===== config.mk =====
export PLATFORM = sky130hd
export DESIGN_NAME = turn_signal_and_throttle_controller_core
export DESIGN_NICKNAME = d
export VERILOG_FILES = /design/src/tstc_pkg.sv /design/src/tstc_mode_fsm.sv /design/src/tstc_throttle.sv /design/src/tstc_out_stage.sv /design/src/turn_signal_and_throttle_controller_core.sv
export SDC_FILE = /design/constraint.sdc
export NUM_CORES = 1
export LEC_CHECK = 0
export ABC_CLOCK_PERIOD_IN_PS = 4200
export BUFFER_PORTS_ARGS = -buffer_cell sky130_fd_sc_hd__buf_2
export CAP_MARGIN = 40
export CELL_PAD_IN_SITES_DETAIL_PLACEMENT = 2
export CELL_PAD_IN_SITES_GLOBAL_PLACEMENT = 2
export CORE_ASPECT_RATIO = 1.1
export CORE_MARGIN = 2
export CORE_UTILIZATION = 41
export DETAILED_ROUTE_END_ITERATION = 12
export GPL_TIMING_DRIVEN = 0
export PLACE_DENSITY_LB_ADDON = 0.2
export SLEW_MARGIN = 20
export SYNTH_ARGS = -nofsm -noshare
export SYNTH_HDL_FRONTEND = slang
export SYNTH_HIERARCHICAL = 1
export SYNTH_SLANG_ARGS = --single-unit

===== constraint.sdc =====
create_clock -name clk_i -period 4.2 [get_ports clk_i]
set_input_delay 0.63 -clock clk_i [delete_from_list [all_inputs] [get_ports clk_i]]
set_output_delay 0.63 -clock clk_i [all_outputs]
set_load 0.05 [all_outputs]

===== src/tstc_pkg.sv =====
// Package for the turn signal and throttle controller.
// Holds the command codes, field widths, report constants and the bar function.
// No dependencies.
package tstc_pkg;

  localparam int unsigned ActionW = 4;
  localparam int unsigned LevelW  = 8;
  localparam int unsigned BarW    = 3;
  localparam int unsigned CfgIdxW = 2;

  // command codes, codes 10..15 carry no command
  typedef enum logic [ActionW-1:0] {
    ActLeftOn   = 4'd0,
    ActLeftOff  = 4'd1,
    ActRightOn  = 4'd2,
    ActRightOff = 4'd3,
    ActHazOn    = 4'd4,
    ActHazOff   = 4'd5,
    ActUp       = 4'd6,
    ActDown     = 4'd7,
    ActSet      = 4'd8,
    ActReport   = 4'd9
  } action_e;

  // config register indexes
  localparam logic [CfgIdxW-1:0] CfgStepAmount   = 2'd0;
  localparam logic [CfgIdxW-1:0] CfgReportHeader = 2'd1;

  localparam logic [LevelW-1:0] StepReset   = 8'd25;
  localparam logic [LevelW-1:0] HeaderReset = 8'd0;
  localparam logic [LevelW-1:0] LevelMax    = 8'd255;
  localparam logic [LevelW-1:0] ReportSize  = 8'h01;

  // report beats
  localparam logic [1:0] BeatHeader = 2'd0;
  localparam logic [1:0] BeatSize   = 2'd1;
  localparam logic [1:0] BeatLevel  = 2'd2;
  localparam logic [1:0] BeatSum    = 2'd3;

  // state after one command, handed to the result register
  typedef struct packed {
    logic              left;
    logic              right;
    logic [LevelW-1:0] level;
    logic              is_report;
  } res_t;

  // bar display: one segment per 51-step band, full bar only at 255
  function automatic logic [BarW-1:0] bar_of(input logic [LevelW-1:0] lvl);
    logic [BarW-1:0] bar;
    if (lvl == 8'd0) begin
      bar = 3'd0;
    end else if (lvl <= 8'd51) begin
      bar = 3'd1;
    end else if (lvl <= 8'd102) begin
      bar = 3'd2;
    end else if (lvl <= 8'd153) begin
      bar = 3'd3;
    end else if (lvl <= 8'd204) begin
      bar = 3'd4;
    end else if (lvl <= 8'd254) begin
      bar = 3'd5;
    end else begin
      bar = 3'd6;
    end
    return bar;
  endfunction

endpackage


===== src/tstc_mode_fsm.sv =====
// Six-state signal mode machine with its fourteen-entry transition table.
// Depends on tstc_pkg.
module tstc_mode_fsm (
  input  logic              clk_i,
  input  logic              rst_ni,
  input  logic              en_i,
  input  tstc_pkg::action_e action_i,
  output logic              left_o,
  output logic              right_o
);

  typedef enum logic [2:0] {
    ModeIdle  = 3'd0,
    ModeLeft  = 3'd1,
    ModeRight = 3'd2,
    ModeHaz   = 3'd3,
    ModeLHaz  = 3'd4,
    ModeRHaz  = 3'd5
  } mode_e;

  mode_e mode_q, mode_d;
  logic  left_q, left_d;
  logic  right_q, right_d;

  always_comb begin
    mode_d  = mode_q;
    left_d  = left_q;
    right_d = right_q;
    unique case (mode_q)
      ModeIdle: begin
        if (action_i == tstc_pkg::ActLeftOn) begin
          mode_d = ModeLeft;  left_d = 1'b1; right_d = 1'b0;
        end else if (action_i == tstc_pkg::ActHazOn) begin
          mode_d = ModeHaz;   left_d = 1'b1; right_d = 1'b1;
        end else if (action_i == tstc_pkg::ActRightOn) begin
          mode_d = ModeRight; left_d = 1'b0; right_d = 1'b1;
        end
      end
      ModeLeft: begin
        if (action_i == tstc_pkg::ActLeftOff) begin
          mode_d = ModeIdle;  left_d = 1'b0; right_d = 1'b0;
        end else if (action_i == tstc_pkg::ActHazOn) begin
          mode_d = ModeLHaz;  left_d = 1'b1; right_d = 1'b1;
        end
      end
      ModeRight: begin
        if (action_i == tstc_pkg::ActRightOff) begin
          mode_d = ModeIdle;  left_d = 1'b0; right_d = 1'b0;
        end else if (action_i == tstc_pkg::ActHazOn) begin
          mode_d = ModeRHaz;  left_d = 1'b1; right_d = 1'b1;
        end
      end
      ModeHaz: begin
        if (action_i == tstc_pkg::ActLeftOn) begin
          mode_d = ModeLHaz;  left_d = 1'b1; right_d = 1'b1;
        end else if (action_i == tstc_pkg::ActHazOff) begin
          mode_d = ModeIdle;  left_d = 1'b0; right_d = 1'b0;
        end else if (action_i == tstc_pkg::ActRightOn) begin
          mode_d = ModeRHaz;  left_d = 1'b1; right_d = 1'b1;
        end
      end
      ModeLHaz: begin
        if (action_i == tstc_pkg::ActHazOff) begin
          mode_d = ModeLeft;  left_d = 1'b1; right_d = 1'b0;
        end else if (action_i == tstc_pkg::ActLeftOff) begin
          mode_d = ModeHaz;   left_d = 1'b1; right_d = 1'b1;
        end
      end
      ModeRHaz: begin
        if (action_i == tstc_pkg::ActHazOff) begin
          mode_d = ModeRight; left_d = 1'b0; right_d = 1'b1;
        end else if (action_i == tstc_pkg::ActRightOff) begin
          mode_d = ModeHaz;   left_d = 1'b1; right_d = 1'b1;
        end
      end
      default: begin
        // unreachable codes: no transition
        mode_d = mode_q;
      end
    endcase
  end

  always_ff @(posedge clk_i or negedge rst_ni) begin
    if (!rst_ni) begin
      mode_q  <= ModeIdle;
      left_q  <= 1'b0;
      right_q <= 1'b0;
    end else if (en_i) begin
      mode_q  <= mode_d;
      left_q  <= left_d;
      right_q <= right_d;
    end
  end

  // flags after this command
  assign left_o  = left_d;
  assign right_o = right_d;

endmodule


===== src/tstc_throttle.sv =====
// Throttle level register: saturating up/down by the step, load on set.
// Depends on tstc_pkg.
module tstc_throttle (
  input  logic                            clk_i,
  input  logic                            rst_ni,
  input  logic                            en_i,
  input  tstc_pkg::action_e               action_i,
  input  logic [tstc_pkg::LevelW-1:0]     payload_i,
  input  logic [tstc_pkg::LevelW-1:0]     step_i,
  output logic [tstc_pkg::LevelW-1:0]     level_o
);

  logic [tstc_pkg::LevelW-1:0] level_q, level_d;
  logic [tstc_pkg::LevelW:0]   sum;

  assign sum = {1'b0, level_q} + {1'b0, step_i};

  always_comb begin
    level_d = level_q;
    if (action_i == tstc_pkg::ActUp) begin
      level_d = sum[tstc_pkg::LevelW] ? tstc_pkg::LevelMax : sum[tstc_pkg::LevelW-1:0];
    end else if (action_i == tstc_pkg::ActDown) begin
      level_d = (level_q <= step_i) ? '0 : level_q - step_i;
    end else if (action_i == tstc_pkg::ActSet) begin
      level_d = payload_i;
    end
  end

  always_ff @(posedge clk_i or negedge rst_ni) begin
    if (!rst_ni) begin
      level_q <= '0;
    end else if (en_i) begin
      level_q <= level_d;
    end
  end

  assign level_o = level_d;

endmodule


===== src/tstc_out_stage.sv =====
// Result register with the report beat sequencer; forms tx bytes and the bar.
// Depends on tstc_pkg.
module tstc_out_stage (
  input  logic                            clk_i,
  input  logic                            rst_ni,
  input  logic                            load_i,
  input  tstc_pkg::res_t                  res_i,
  input  logic [tstc_pkg::LevelW-1:0]     header_i,
  output logic                            free_o,
  output logic                            out_valid_o,
  input  logic                            out_ready_i,
  output logic                            left_lamp_o,
  output logic                            right_lamp_o,
  output logic [tstc_pkg::BarW-1:0]       bar_segments_o,
  output logic                            tx_valid_o,
  output logic [tstc_pkg::LevelW-1:0]     tx_byte_o,
  output logic                            last_o
);

  logic           vld_q;
  logic [1:0]     beat_q;
  tstc_pkg::res_t res_q;
  logic           last_beat;
  logic           take;
  logic [tstc_pkg::LevelW-1:0] sum;

  assign last_beat = !res_q.is_report || (beat_q == tstc_pkg::BeatSum);
  assign take      = vld_q && out_ready_i;
  assign free_o    = !vld_q || (take && last_beat);

  always_ff @(posedge clk_i or negedge rst_ni) begin
    if (!rst_ni) begin
      vld_q  <= 1'b0;
      beat_q <= tstc_pkg::BeatHeader;
    end else if (load_i) begin
      vld_q  <= 1'b1;
      beat_q <= tstc_pkg::BeatHeader;
    end else if (take) begin
      if (last_beat) begin
        vld_q <= 1'b0;
      end else begin
        beat_q <= beat_q + 2'd1;
      end
    end
  end

  always_ff @(posedge clk_i) begin
    if (load_i) begin
      res_q <= res_i;
    end
  end

  assign sum = header_i + tstc_pkg::ReportSize + res_q.level;

  always_comb begin
    tx_byte_o = '0;
    if (res_q.is_report) begin
      unique case (beat_q)
        tstc_pkg::BeatHeader: tx_byte_o = header_i;
        tstc_pkg::BeatSize:   tx_byte_o = tstc_pkg::ReportSize;
        tstc_pkg::BeatLevel:  tx_byte_o = res_q.level;
        tstc_pkg::BeatSum:    tx_byte_o = sum;
        default:              tx_byte_o = '0;
      endcase
    end
  end

  assign out_valid_o    = vld_q;
  assign left_lamp_o    = res_q.left;
  assign right_lamp_o   = res_q.right;
  assign bar_segments_o = tstc_pkg::bar_of(res_q.level);
  assign tx_valid_o     = res_q.is_report;
  assign last_o         = last_beat;

endmodule


===== src/turn_signal_and_throttle_controller_core.sv =====
// Turn signal and throttle controller, top level.
// Instantiates tstc_mode_fsm, tstc_throttle and tstc_out_stage; uses tstc_pkg.
//
// Usage:
//   Input channel (in_valid_i/in_ready_o) takes one command item: action_i
//   and payload_i. Output channel (out_valid_o/out_ready_i) gives result
//   items: lamp flags, bar display, tx byte, tx_valid and last.
//   A report command gives four result items (header, 1, level, sum);
//   every other command, including unused codes, gives one.
//   Config channel (cfg_valid_i/cfg_ready_o) writes step amount (index 0)
//   or report header (index 1); other indexes are dropped. Always ready.
//   Write config only while the block is idle.
// Timing:
//   An item lands in the input register at accept; its state update and
//   result load happen together once the result register is free, and
//   out_valid_o rises with that load.
//   Plain commands sustain one item per cycle while the receiver takes every
//   result; a report holds the result register for four output beats.
//   When the receiver stalls, the result register holds and the input
//   register absorbs one more item before in_ready_o drops.
// Reset:
//   rst_ni clears mode (idle), lamp flags, throttle level and both pipeline
//   valids; step amount returns to 25 and report header to 0.
module turn_signal_and_throttle_controller_core (
  input  logic                                clk_i,
  input  logic                                rst_ni,
  input  logic                                in_valid_i,
  output logic                                in_ready_o,
  input  logic [tstc_pkg::ActionW-1:0]        action_i,
  input  logic [tstc_pkg::LevelW-1:0]         payload_i,
  output logic                                out_valid_o,
  input  logic                                out_ready_i,
  output logic                                left_lamp_o,
  output logic                                right_lamp_o,
  output logic [tstc_pkg::BarW-1:0]           bar_segments_o,
  output logic                                tx_valid_o,
  output logic [tstc_pkg::LevelW-1:0]         tx_byte_o,
  output logic                                last_o,
  input  logic                                cfg_valid_i,
  output logic                                cfg_ready_o,
  input  logic [tstc_pkg::CfgIdxW-1:0]        cfg_index_i,
  input  logic [tstc_pkg::LevelW-1:0]         cfg_data_i
);

  // config registers
  logic [tstc_pkg::LevelW-1:0] step_q;
  logic [tstc_pkg::LevelW-1:0] header_q;

  // input register
  logic                        in_vld_q;
  tstc_pkg::action_e           act_q;
  logic [tstc_pkg::LevelW-1:0] pay_q;

  logic                        free;
  logic                        load;
  logic                        left_nx, right_nx;
  logic [tstc_pkg::LevelW-1:0] level_nx;
  tstc_pkg::res_t              res;

  assign cfg_ready_o = 1'b1;

  always_ff @(posedge clk_i or negedge rst_ni) begin
    if (!rst_ni) begin
      step_q   <= tstc_pkg::StepReset;
      header_q <= tstc_pkg::HeaderReset;
    end else if (cfg_valid_i) begin
      if (cfg_index_i == tstc_pkg::CfgStepAmount) begin
        step_q <= cfg_data_i;
      end else if (cfg_index_i == tstc_pkg::CfgReportHeader) begin
        header_q <= cfg_data_i;
      end
    end
  end

  // the item moves on once the result register can take it
  assign load       = in_vld_q && free;
  assign in_ready_o = !in_vld_q || load;

  always_ff @(posedge clk_i or negedge rst_ni) begin
    if (!rst_ni) begin
      in_vld_q <= 1'b0;
    end else if (in_ready_o) begin
      in_vld_q <= in_valid_i;
    end
  end

  always_ff @(posedge clk_i) begin
    if (in_valid_i && in_ready_o) begin
      act_q <= tstc_pkg::action_e'(action_i);
      pay_q <= payload_i;
    end
  end

  tstc_mode_fsm u_mode (
    .clk_i   (clk_i),
    .rst_ni  (rst_ni),
    .en_i    (load),
    .action_i(act_q),
    .left_o  (left_nx),
    .right_o (right_nx)
  );

  tstc_throttle u_throttle (
    .clk_i    (clk_i),
    .rst_ni   (rst_ni),
    .en_i     (load),
    .action_i (act_q),
    .payload_i(pay_q),
    .step_i   (step_q),
    .level_o  (level_nx)
  );

  always_comb begin
    res.left      = left_nx;
    res.right     = right_nx;
    res.level     = level_nx;
    res.is_report = (act_q == tstc_pkg::ActReport);
  end

  tstc_out_stage u_out (
    .clk_i         (clk_i),
    .rst_ni        (rst_ni),
    .load_i        (load),
    .res_i         (res),
    .header_i      (header_q),
    .free_o        (free),
    .out_valid_o   (out_valid_o),
    .out_ready_i   (out_ready_i),
    .left_lamp_o   (left_lamp_o),
    .right_lamp_o  (right_lamp_o),
    .bar_segments_o(bar_segments_o),
    .tx_valid_o    (tx_valid_o),
    .tx_byte_o     (tx_byte_o),
    .last_o        (last_o)
  );

endmodule


==> results of run 1 <==
==> logic make-up (layout without fill, tap and decap cells) <==
| family | Yosys count | after routing | share of synthesized area |
|---|---|---|---|
| multiplexers | 27 | 27 | 0.0653 |
| other | 1 | 1 | 0.000825 |
| flip-flops | 56 | 56 | 0.335 |
| buffers and inverters | 57 | 110 | 0.0611 |
| adder cells (fa/ha/maj) | 30 | 30 | 0.0876 |
| AND/OR/NAND/NOR | 151 | 151 | 0.196 |
| AO/OA/AOI/OAI | 152 | 152 | 0.241 |
| XOR/XNOR | 7 | 7 | 0.0135 |
==> cell type report <==
type	count	area, um2	share of cell area
Buffer	22	146	0.0286
Clock buffer	5	125	0.0245
Clock inverter	3	13.8	0.00269
Inverter	35	131	0.0257
Multi-Input combinational cell	368	2750	0.537
Sequential cell	56	1520	0.297
Tap cell	147	184	0.0360
Timing Repair Buffer	45	250	0.0489
==> power by group <==
part	internal, mW	leakage (nW)	switching [mW]
logic	0.697	1.45	1.29
registers	0.739	0.614	0.201
clock network	0.218	0.0710	0.207
total	1.65	2.13	1.70
==> worst max-delay path by stage <==
stage | startpoint | endpoint | slack, ns | cells after the start
2_1_floorplan | u_out/res_q[2]$_DFFE_PP_ | bar_segments_o[1] | 1.07 | 3
3_3_place_gp | u_out/beat_q[1]$_DFFE_PN0P_ | u_throttle/level_q[5]$_DFFE_PN0P_ | 1.19 | 9
3_5_place_dp | u_out/beat_q[1]$_DFFE_PN0P_ | u_throttle/level_q[7]$_DFFE_PN0P_ | 0.95 | 9
4_1_cts | u_out/beat_q[1]$_DFFE_PN0P_ | u_throttle/level_q[7]$_DFFE_PN0P_ | 0.92 | 9
5_1_grt | u_out/res_q[1]$_DFFE_PP_ | tx_byte_o[6] | 0.88 | 8
6_report | u_out/res_q[1]$_DFFE_PP_ | tx_byte_o[4] | 0.96 | 8
==> cells in the mapped netlist (4+ instances only) <==
cell type | instances | share of area
a211oi_1 | 5 | 0.0083
a211oi_2 | 4 | 0.011
a21oi_1 | 32 | 0.035
and2b_1 | 4 | 0.0066
buf_2 | 5 | 0.0055
buf_4 | 7 | 0.012
buf_6 | 4 | 0.0099
clkbuf_1 | 4 | 0.0033
dfrtp_1 | 30 | 0.17
edfxtp_1 | 23 | 0.15
ha_1 | 27 | 0.074
inv_1 | 35 | 0.029
mux2_2 | 21 | 0.052
mux2i_1 | 6 | 0.013
nand2_1 | 27 | 0.022
nand2b_1 | 12 | 0.017
nand3_1 | 4 | 0.0044
nand3b_1 | 4 | 0.0066
nand4_1 | 8 | 0.011
nor2_1 | 35 | 0.029
nor2b_1 | 7 | 0.0096
nor3_1 | 11 | 0.012
nor3b_2 | 4 | 0.011
nor4_1 | 6 | 0.0083
o21a_1 | 6 | 0.0099
o21ai_0 | 32 | 0.035
o22ai_1 | 11 | 0.015
o31ai_1 | 6 | 0.0099
o32ai_1 | 4 | 0.0077
xnor2_1 | 6 | 0.012
==> registers in the layout, summed over array words and instances (netlist names) <==
| name | flops |
|---|---|
| act_q | 4 |
| u_out/out_valid_o | 1 |
| u_mode/left_q | 1 |
| in_vld_q | 1 |
| u_out/tx_valid_o | 1 |
| u_mode/right_q | 1 |
| u_mode/mode_q | 3 |
| u_out/left_lamp_o | 1 |
| header_q | 8 |
| u_out/right_lamp_o | 1 |
| step_q | 8 |
| u_throttle/level_q | 8 |
| pay_q | 8 |
| u_out/res_q | 8 |
| u_out/beat_q | 2 |
==> per-layer routing <==
layer | share of wire | vias up | track usage
met2 | 0.52 | 109 | 0.506
met4 | 0.030 | 0 | 0.104
met1 | 0.42 | 2179 | 0.330
met3 | 0.029 | 30 | 0.0307
li1 | - | 1913 | -
met5 | 0 | - | 0
==> per-stage QoR <==
| step | util | worst slack [ns] | hold WS [ns] | instances |
|---|---|---|---|---|
| after CTS | 0.470 | 0.921 | 0.185 | 680 |
| after global placement | 0.455 | 1.19 | 0.490 | 671 |
| after detailed placement | 0.457 | 0.948 | 0.505 | 672 |
| after floorplan | - | 1.07 | 0.334 | 481 |
| final | 0.471 | 0.960 | 0.182 | 681 |
| after global routing | 0.471 | 0.876 | 0.184 | 681 |
==> results.json, run 1 <==
{
  "run_status": "finished, final reports clean",
  "drt-wirelength-per-cell_um": 23.4,
  "io_buffers": 43,
  "layout_min_cycle_time_ns": 3.24,
  "drt_iter0_drc": 173,
  "nNetsFinal": 590,
  "synth_edf_count": 23,
  "tightest_slew_ns": 0.757,
  "synthFlopType": "dfrtp_1",
  "core_area_mm2": 0.0109,
  "ys_types": 88,
  "max_stage_delay_ns": 0.49,
  "hp-class": "in2async",
  "path_buf_inv": 2,
  "area_growth_pct": 12.6,
  "path_max_fanout": 5,
  "io_pins": 45,
  "route.detailed.drc": 0,
  "yosysSeqAreaShare": 0.335,
  "fp.dieH_um": 114,
  "cts_resized": 0,
  "tns_ns": 0,
  "fillers": 1224,
  "clkLatencyLatePin_ns": 0.30,
  "synth_area_mm2": 0.00454,
  "final_common_cell": "buf_2",
  "cts_hold_buf": 0,
  "ys_ff_latch": 56,
  "critPathKind": "reg2out",
  "rr_endpoint": "u_out/res_q[6]$_DFFE_PP_",
  "drt_wl_total_um": 15900,
  "cp.required_ns": 3.57,
  "via_per_inst": 6.21,
  "initial_core_util": 0.418,
  "first_pass_iters": 5,
  "fmax_mhz": 309,
  "finalInstanceArea_mm2": 0.00512,
  "finalSetupViolCount": 0,
  "syn_nets": 538,
  "finalCritPeriodShare": 0.772,
  "ys_warn_count": 6,
  "worst_r2r_path_depth": 9,
  "grt_start_max_net_pins": 28,
  "cts_max_level": 2,
  "gp_congestion": 0.859,
  "ir_drop_uv": 291,
  "finalHoldViolCount": 0,
  "grt_pass1_wl_um": 25600,
  "grt_use_total": 0.275,
  "antenna_left": 0,
  "critPathTopFamily": "compound AO/OA/AOI/OAI gates",
  "dpl_cell_area_mm2": 0.00496,
  "cts-root-buf": "clkbuf_16",
  "dp_hpwl_um": 12000,
  "worstSetupStartpointType": "flip-flop",
  "grt_pass1_vias": 4611,
  "clk_pin_slew_ns": 0.07,
  "die_w_um": 104,
  "rows": 40,
  "final_layout_size_suffix_gt1_frac": 0.227,
  "cts_setup_buffers": 0,
  "worstReg2RegStart": "step_q[3]$_DFFE_PN1P_",
  "die-area_mm2": 0.0119,
  "fin_skew_ns": 0.00316,
  "syn_inst": 481,
  "globalRouteOverflowTotal": 0,
  "antennaDiodeCount": 0,
  "cts_buffers": 5,
  "arrival_ns": 2.61,
  "reg2reg_slack_ns": 1.02,
  "final_max_slew_viol_count": 0,
  "grt_antenna_before_repair": 0,
  "max-slew-margin-rel": 0.492,
  "power.density_mw_per_mm2": 655,
  "p_leak_nw": 2.13,
  "cts.sinks": 56,
  "cts_tree": "done",
  "rsz0062_at_grt": "false",
  "syn_area_per_cell_um2": 9.45,
  "p_total_mw": 3.35,
  "via_count": 4231,
  "endpoint_kind": "output port",
  "mostFrequentLayoutCells": "buf_2, inv_1, nor2_1",
  "crit_chain": "inv_1, ha_1, fa_1, nand2b_1, a21oi_1, a211oi_1, o221a_2, buf_2",
  "slowest_stage": "edfxtp_1",
  "drv_cap": 0,
  "cts.path.max_buffers": 2,
  "async_flop_share": 0.589
}
No activity file was read; power rests on OpenSTA's default activity.
==> inputs of run 2 (changes only) <==
--- a/config.mk
+++ b/config.mk
@@ -5,14 +5,14 @@
 export SDC_FILE = /design/constraint.sdc
 export NUM_CORES = 1
 export LEC_CHECK = 0
-export ABC_CLOCK_PERIOD_IN_PS = 4200
+export ABC_CLOCK_PERIOD_IN_PS = 2800
 export BUFFER_PORTS_ARGS = -buffer_cell sky130_fd_sc_hd__buf_2
 export CAP_MARGIN = 40
 export CELL_PAD_IN_SITES_DETAIL_PLACEMENT = 2
 export CELL_PAD_IN_SITES_GLOBAL_PLACEMENT = 2
 export CORE_ASPECT_RATIO = 1.1
 export CORE_MARGIN = 2
-export CORE_UTILIZATION = 41
+export CORE_UTILIZATION = 34
 export DETAILED_ROUTE_END_ITERATION = 12
 export GPL_TIMING_DRIVEN = 0
 export PLACE_DENSITY_LB_ADDON = 0.2
==> constraint.sdc (replaced) <==
create_clock -name clk_i -period 2.8 [get_ports clk_i]
set_input_delay 0.42 -clock clk_i [delete_from_list [all_inputs] [get_ports clk_i]]
set_output_delay 0.42 -clock clk_i [all_outputs]
set_load 0.05 [all_outputs]
==> results.json, run 2 (same netlist as run 1, synthesis figures left out) <==
{
  "run_status": "finished, final reports clean",
  "path_max_fanout": 5,
  "fin_skew_ns": 0.0119,
  "final_layout_size_suffix_gt1_frac": 0.265,
  "reg2reg_slack_ns": 0.06,
  "core_area_mm2": 0.0131,
  "initial_core_util": 0.347,
  "cts_buffers": 5,
  "final_common_cell": "buf_2",
  "hold_slack_ns": 0.0659,
  "drv_cap": 0,
  "route.detailed.drc": 0,
  "drt_wl_total_um": 14900,
  "die-area_mm2": 0.0143,
  "grt_antenna_before_repair": 0,
  "dp.cells": 687,
  "finalHoldViolCount": 0,
  "layout_min_cycle_time_ns": 2.74,
  "rsz0062_at_grt": "true",
  "finalInstanceArea_mm2": 0.00527,
  "startpoint": "u_throttle/level_q[0]$_DFFE_PN0P_",
  "grt_pass1_wl_um": 24300,
  "finalSetupViolCount": 0,
  "first_pass_iters": 4,
  "cts.path.max_buffers": 2,
  "grt_use_total": 0.213,
  "critPathTopFamily": "compound AO/OA/AOI/OAI gates",
  "io_pins": 45,
  "drt-wirelength-per-cell_um": 21.2,
  "final_core_util": 0.402,
  "nNetsFinal": 595,
  "p_leak_nw": 2.17,
  "max_stage_delay_ns": 0.45,
  "mostFrequentLayoutCells": "buf_2, inv_1, nor2_1",
  "crit_chain": "ha_1, fa_2, nor3b_2, o31ai_2, a31oi_4, or2_4, o311ai_2, a311oi_2",
  "worstReg2RegStart": "u_throttle/level_q[0]$_DFFE_PN0P_",
  "via_count": 4055,
  "ir_drop_uv": 352,
  "stdcell_count": 700,
  "fp.dieH_um": 125,
  "rr_endpoint": "u_out/res_q[6]$_DFFE_PP_",
  "globalRouteOverflowTotal": 0,
  "drt_iter0_drc": 146,
  "cts.sinks": 56,
  "gp_congestion": 0.810,
  "crit_end": "u_out/res_q[6]$_DFFE_PP_",
  "layout_setup_ws_ns": 0.0589,
  "clkLatencyLatePin_ns": 0.30,
  "power.density_mw_per_mm2": 965,
  "hp-class": "in2async",
  "worst_r2r_path_depth": 8,
  "cts_tree": "done",
  "cts-root-buf": "clkbuf_16",
  "dpl_cell_area_mm2": 0.00500,
  "io_buffers": 43,
  "grt_pass1_vias": 4519,
  "antenna_left": 0,
  "grt_start_max_net_pins": 19,
  "rows": 44,
  "max-slew-margin-rel": 0.583,
  "dp_hpwl_um": 11600,
  "final_max_slew_viol_count": 0,
  "finalCritPeriodShare": 0.979,
  "via_per_inst": 5.79,
  "cp.required_ns": 2.81,
  "arrival_ns": 2.75,
  "tightest_slew_ns": 0.617,
  "path_buf_inv": 0,
  "fmax_mhz": 365,
  "cts_max_level": 2,
  "antennaDiodeCount": 0,
  "worstSetupStartpointType": "flip-flop",
  "critPathKind": "reg2reg",
  "area_growth_pct": 15.9,
  "worst-path-stages": 8,
  "dp_slack_ns": -0.249,
  "endpoint_kind": "flip-flop",
  "die_w_um": 114,
  "cts_hold_buf": 0,
  "clk_pin_slew_ns": 0.07,
  "slowest_stage": "dfrtp_2"
}
-- run 2: timing repair --
item | CTS | global route
setup buffers | 5 | 1
pin swaps | 2 | 3
resized for setup | 9 | 13
setup endpoints to repair | 13 | 11
-- run 2: layer usage --
| metal | track usage | vias up | part of all wire |
|---|---|---|---|
| met4 | 0.0674 | 0 | 0.028 |
| met2 | 0.380 | 53 | 0.52 |
| met5 | 0 | - | 0 |
| met3 | 0.0242 | 23 | 0.020 |
| met1 | 0.268 | 2061 | 0.43 |
| li1 | - | 1918 | - |
-- run 2: cell type report --
class / instances / area (um2)
fill: 1418 / 7840
timing repair buffer: 51 / 313
tap: 161 / 201
sequential: 56 / 1520
buffer: 21 / 144
clock buffer: 5 / 125
inverter: 35 / 131
clock inverter: 3 / 17.5
multi-input combinational: 368 / 2810
-- run 2: worst reg2reg max path, stage by stage (launching register included) --
cell	delay (ns)
dfrtp_2	0.45
ha_1	0.23
fa_2	0.38
nor3b_2	0.18
o31ai_2	0.28
a31oi_4	0.18
or2_4	0.30
o311ai_2	0.33
a311oi_2	0.11
-- run 2: per-stage QoR --
step	power (mW)	setup TNS, ns
floorplan	3.43	0
detailed placement	4.26	-1.32
global route	5.45	-0.0939
finish	5.08	0
global placement	4.11	-1.44
CTS	5.01	0
-- run 2: report_power, final --
| part | internal, mW | total (mW) | switching, mW |
|---|---|---|---|
| clock | 0.332 | 0.638 | 0.306 |
| sequential | 1.11 | 1.38 | 0.276 |
| combinational | 1.14 | 3.06 | 1.92 |
-- run 2: worst min-delay path by stage --
stage                         endpoint  slack (ns)  cells past startpoint
6_report       header_q[7]$_DFFE_PN0P_        0.07                      1
4_1_cts        header_q[7]$_DFFE_PN0P_        0.07                      1
3_3_place_gp   header_q[0]$_DFFE_PN0P_        0.49                      1
3_5_place_dp   header_q[7]$_DFFE_PN0P_        0.40                      1
2_1_floorplan  header_q[0]$_DFFE_PN0P_        0.12                      0
5_1_grt        header_q[7]$_DFFE_PN0P_        0.09                      1
==> inputs of run 3 (changes only) <==
--- a/config.mk
+++ b/config.mk
@@ -16,6 +16,7 @@
 export DETAILED_ROUTE_END_ITERATION = 12
 export GPL_TIMING_DRIVEN = 0
 export PLACE_DENSITY_LB_ADDON = 0.2
+export SETUP_SLACK_MARGIN = 0.1
 export SLEW_MARGIN = 20
 export SYNTH_ARGS = -nofsm -noshare
 export SYNTH_HDL_FRONTEND = slang
==> results.json, run 3 (same netlist as run 1, synthesis figures left out) <==
{
  "run_status": "finished, final reports clean",
  "hp-class": "in2async",
  "drt-wirelength-per-cell_um": 21.0,
  "clkLatencyLatePin_ns": 0.29,
  "p_total_mw": 5.17,
  "final_max_slew_viol_count": 0,
  "clk_pin_slew_ns": 0.07,
  "core_area_mm2": 0.0131,
  "grt_use_total": 0.209,
  "worstSetupStartpointType": "flip-flop",
  "gp_congestion": 0.841,
  "sequentialPowerShare": 0.266,
  "p_clk_frac": 0.120,
  "cts_max_level": 2,
  "antennaDiodeCount": 0,
  "fin_skew_ns": 0.00638,
  "combPwrFrac": 0.614,
  "route.detailed.drc": 0,
  "finalSetupViolCount": 0,
  "first_pass_iters": 4,
  "fp.dieH_um": 125,
  "die-area_mm2": 0.0143,
  "p_leak_nw": 2.21,
  "fmax_mhz": 380,
  "switchingPower_mw": 2.53,
  "nNetsFinal": 603,
  "io_buffers": 43,
  "worst-path-stages": 8,
  "crit_chain": "inv_2, ha_2, fa_2, nor2b_2, o21ai_1, a211oi_1, o221a_2, buf_8",
  "slowest_stage": "edfxtp_1",
  "antenna_left": 0,
  "cts_hold_buf": 0,
  "ir_drop_uv": 360,
  "critPathKind": "reg2out",
  "cp.required_ns": 2.38,
  "path_buf_inv": 2,
  "max-slew-margin-rel": 0.565,
  "max_stage_delay_ns": 0.39,
  "drt_wl_total_um": 14900,
  "drt_iter0_drc": 161,
  "layout_min_cycle_time_ns": 2.63,
  "mostFrequentLayoutCells": "buf_2, nor2_1, inv_1",
  "power.density_mw_per_mm2": 961,
  "endpoint_kind": "output port",
  "cts-root-buf": "clkbuf_16",
  "tns_ns": 0,
  "rsz0062_at_grt": "true",
  "grt_pass1_wl_um": 23600,
  "cts_buffers": 5,
  "via_count": 4107,
  "cts.path.max_buffers": 2,
  "rows": 44,
  "die_w_um": 114,
  "final_layout_size_suffix_gt1_frac": 0.296,
  "path_max_fanout": 3,
  "drv_cap": 0,
  "final_common_cell": "buf_2",
  "reg2reg_slack_ns": 0.18,
  "io_pins": 45,
  "critPathTopFamily": "compound AO/OA/AOI/OAI gates",
  "dp_hpwl_um": 11400,
  "tightest_slew_ns": 0.644,
  "grt_start_max_net_pins": 21,
  "arrival_ns": 2.21,
  "area_growth_pct": 18.5,
  "cts.sinks": 56,
  "globalRouteOverflowTotal": 0,
  "cts_tree": "done",
  "worst_r2r_path_depth": 9,
  "finalHoldViolCount": 0,
  "via_per_inst": 5.80,
  "p_int_mw": 2.64,
  "swShare": 0.489,
  "finalCritPeriodShare": 0.940,
  "initial_core_util": 0.347,
  "grt_antenna_before_repair": 0,
  "grt_pass1_vias": 4363
}
==> run 3: path summary, 6_finish.rpt <==
path,startpoint,endpoint
worst max-delay path,u_out/res_q[1]$_DFFE_PP_,tx_byte_o[4]
worst min-delay path,rst_ni,header_q[6]$_DFFE_PN0P_
worst max register to register,u_throttle/level_q[0]$_DFFE_PN0P_,u_throttle/level_q[2]$_DFFE_PN0P_
worst min register to register,header_q[0]$_DFFE_PN0P_,header_q[0]$_DFFE_PN0P_
max in group asynchronous,rst_ni,step_q[0]$_DFFE_PN1P_
min in group clk_i,payload_i[7],pay_q[7]$_DFFE_PP_
==> run 3: per-stage QoR <==
step / utilization / area, um2 / instances / hold slack [ns] / setup WS, ns
after global routing: 0.411 / 5380 / 708 / 0.0659 / 0.0785
after global placement: 0.379 / 4970 / 685 / 0.492 / -0.366
after CTS: 0.402 / 5270 / 703 / 0.0562 / 0.0951
final: 0.411 / 5380 / 708 / 0.0504 / 0.169
after floorplan: - / 4550 / 481 / 0.124 / 0.136
after detailed placement: 0.382 / 5010 / 687 / 0.381 / -0.136
==> run 3: what timing repair did <==
item	CTS	global route
buffers inserted	8	5
endpoints found under the setup margin	15	15
pin swaps	5	5
gates resized for setup	13	22
==> run 3: routing by layer <==
metal / track usage / share of wire
met1: 0.263 / 0.43
met2: 0.376 / 0.53
met3: 0.0228 / 0.020
met4: 0.0588 / 0.023
met5: 0 / 0
==> run 3: layout make-up <==
cell class	count	area, um2
fill	1440	7720
multi-input combinational	368	2880
clock buffer	8	136
sequential	56	1520
timing repair buffer	58	368
inverter	35	131
tap	161	201
buffer	22	149
==> run 3: worst register-to-register path: stages (launching register included) <==
cell      delay [ns]
dfrtp_1         0.39
ha_1            0.22
fa_2            0.38
nor3b_2         0.19
o31ai_2         0.26
a31oi_4         0.17
buf_4           0.18
nor4b_1         0.36
a211oi_2        0.10
mux2_2          0.28
==> run 3: power by group through the flow <==
stage | Combinational, mW | Clock [mW] | Sequential (mW)
detailed placement | 2.83 | 0 | 1.42
CTS | 3.03 | 0.648 | 1.38
finish | 3.17 | 0.620 | 1.38
global route | 3.46 | 0.680 | 1.41
global placement | 2.71 | 0 | 1.40
floorplan | 2.07 | 0 | 1.36
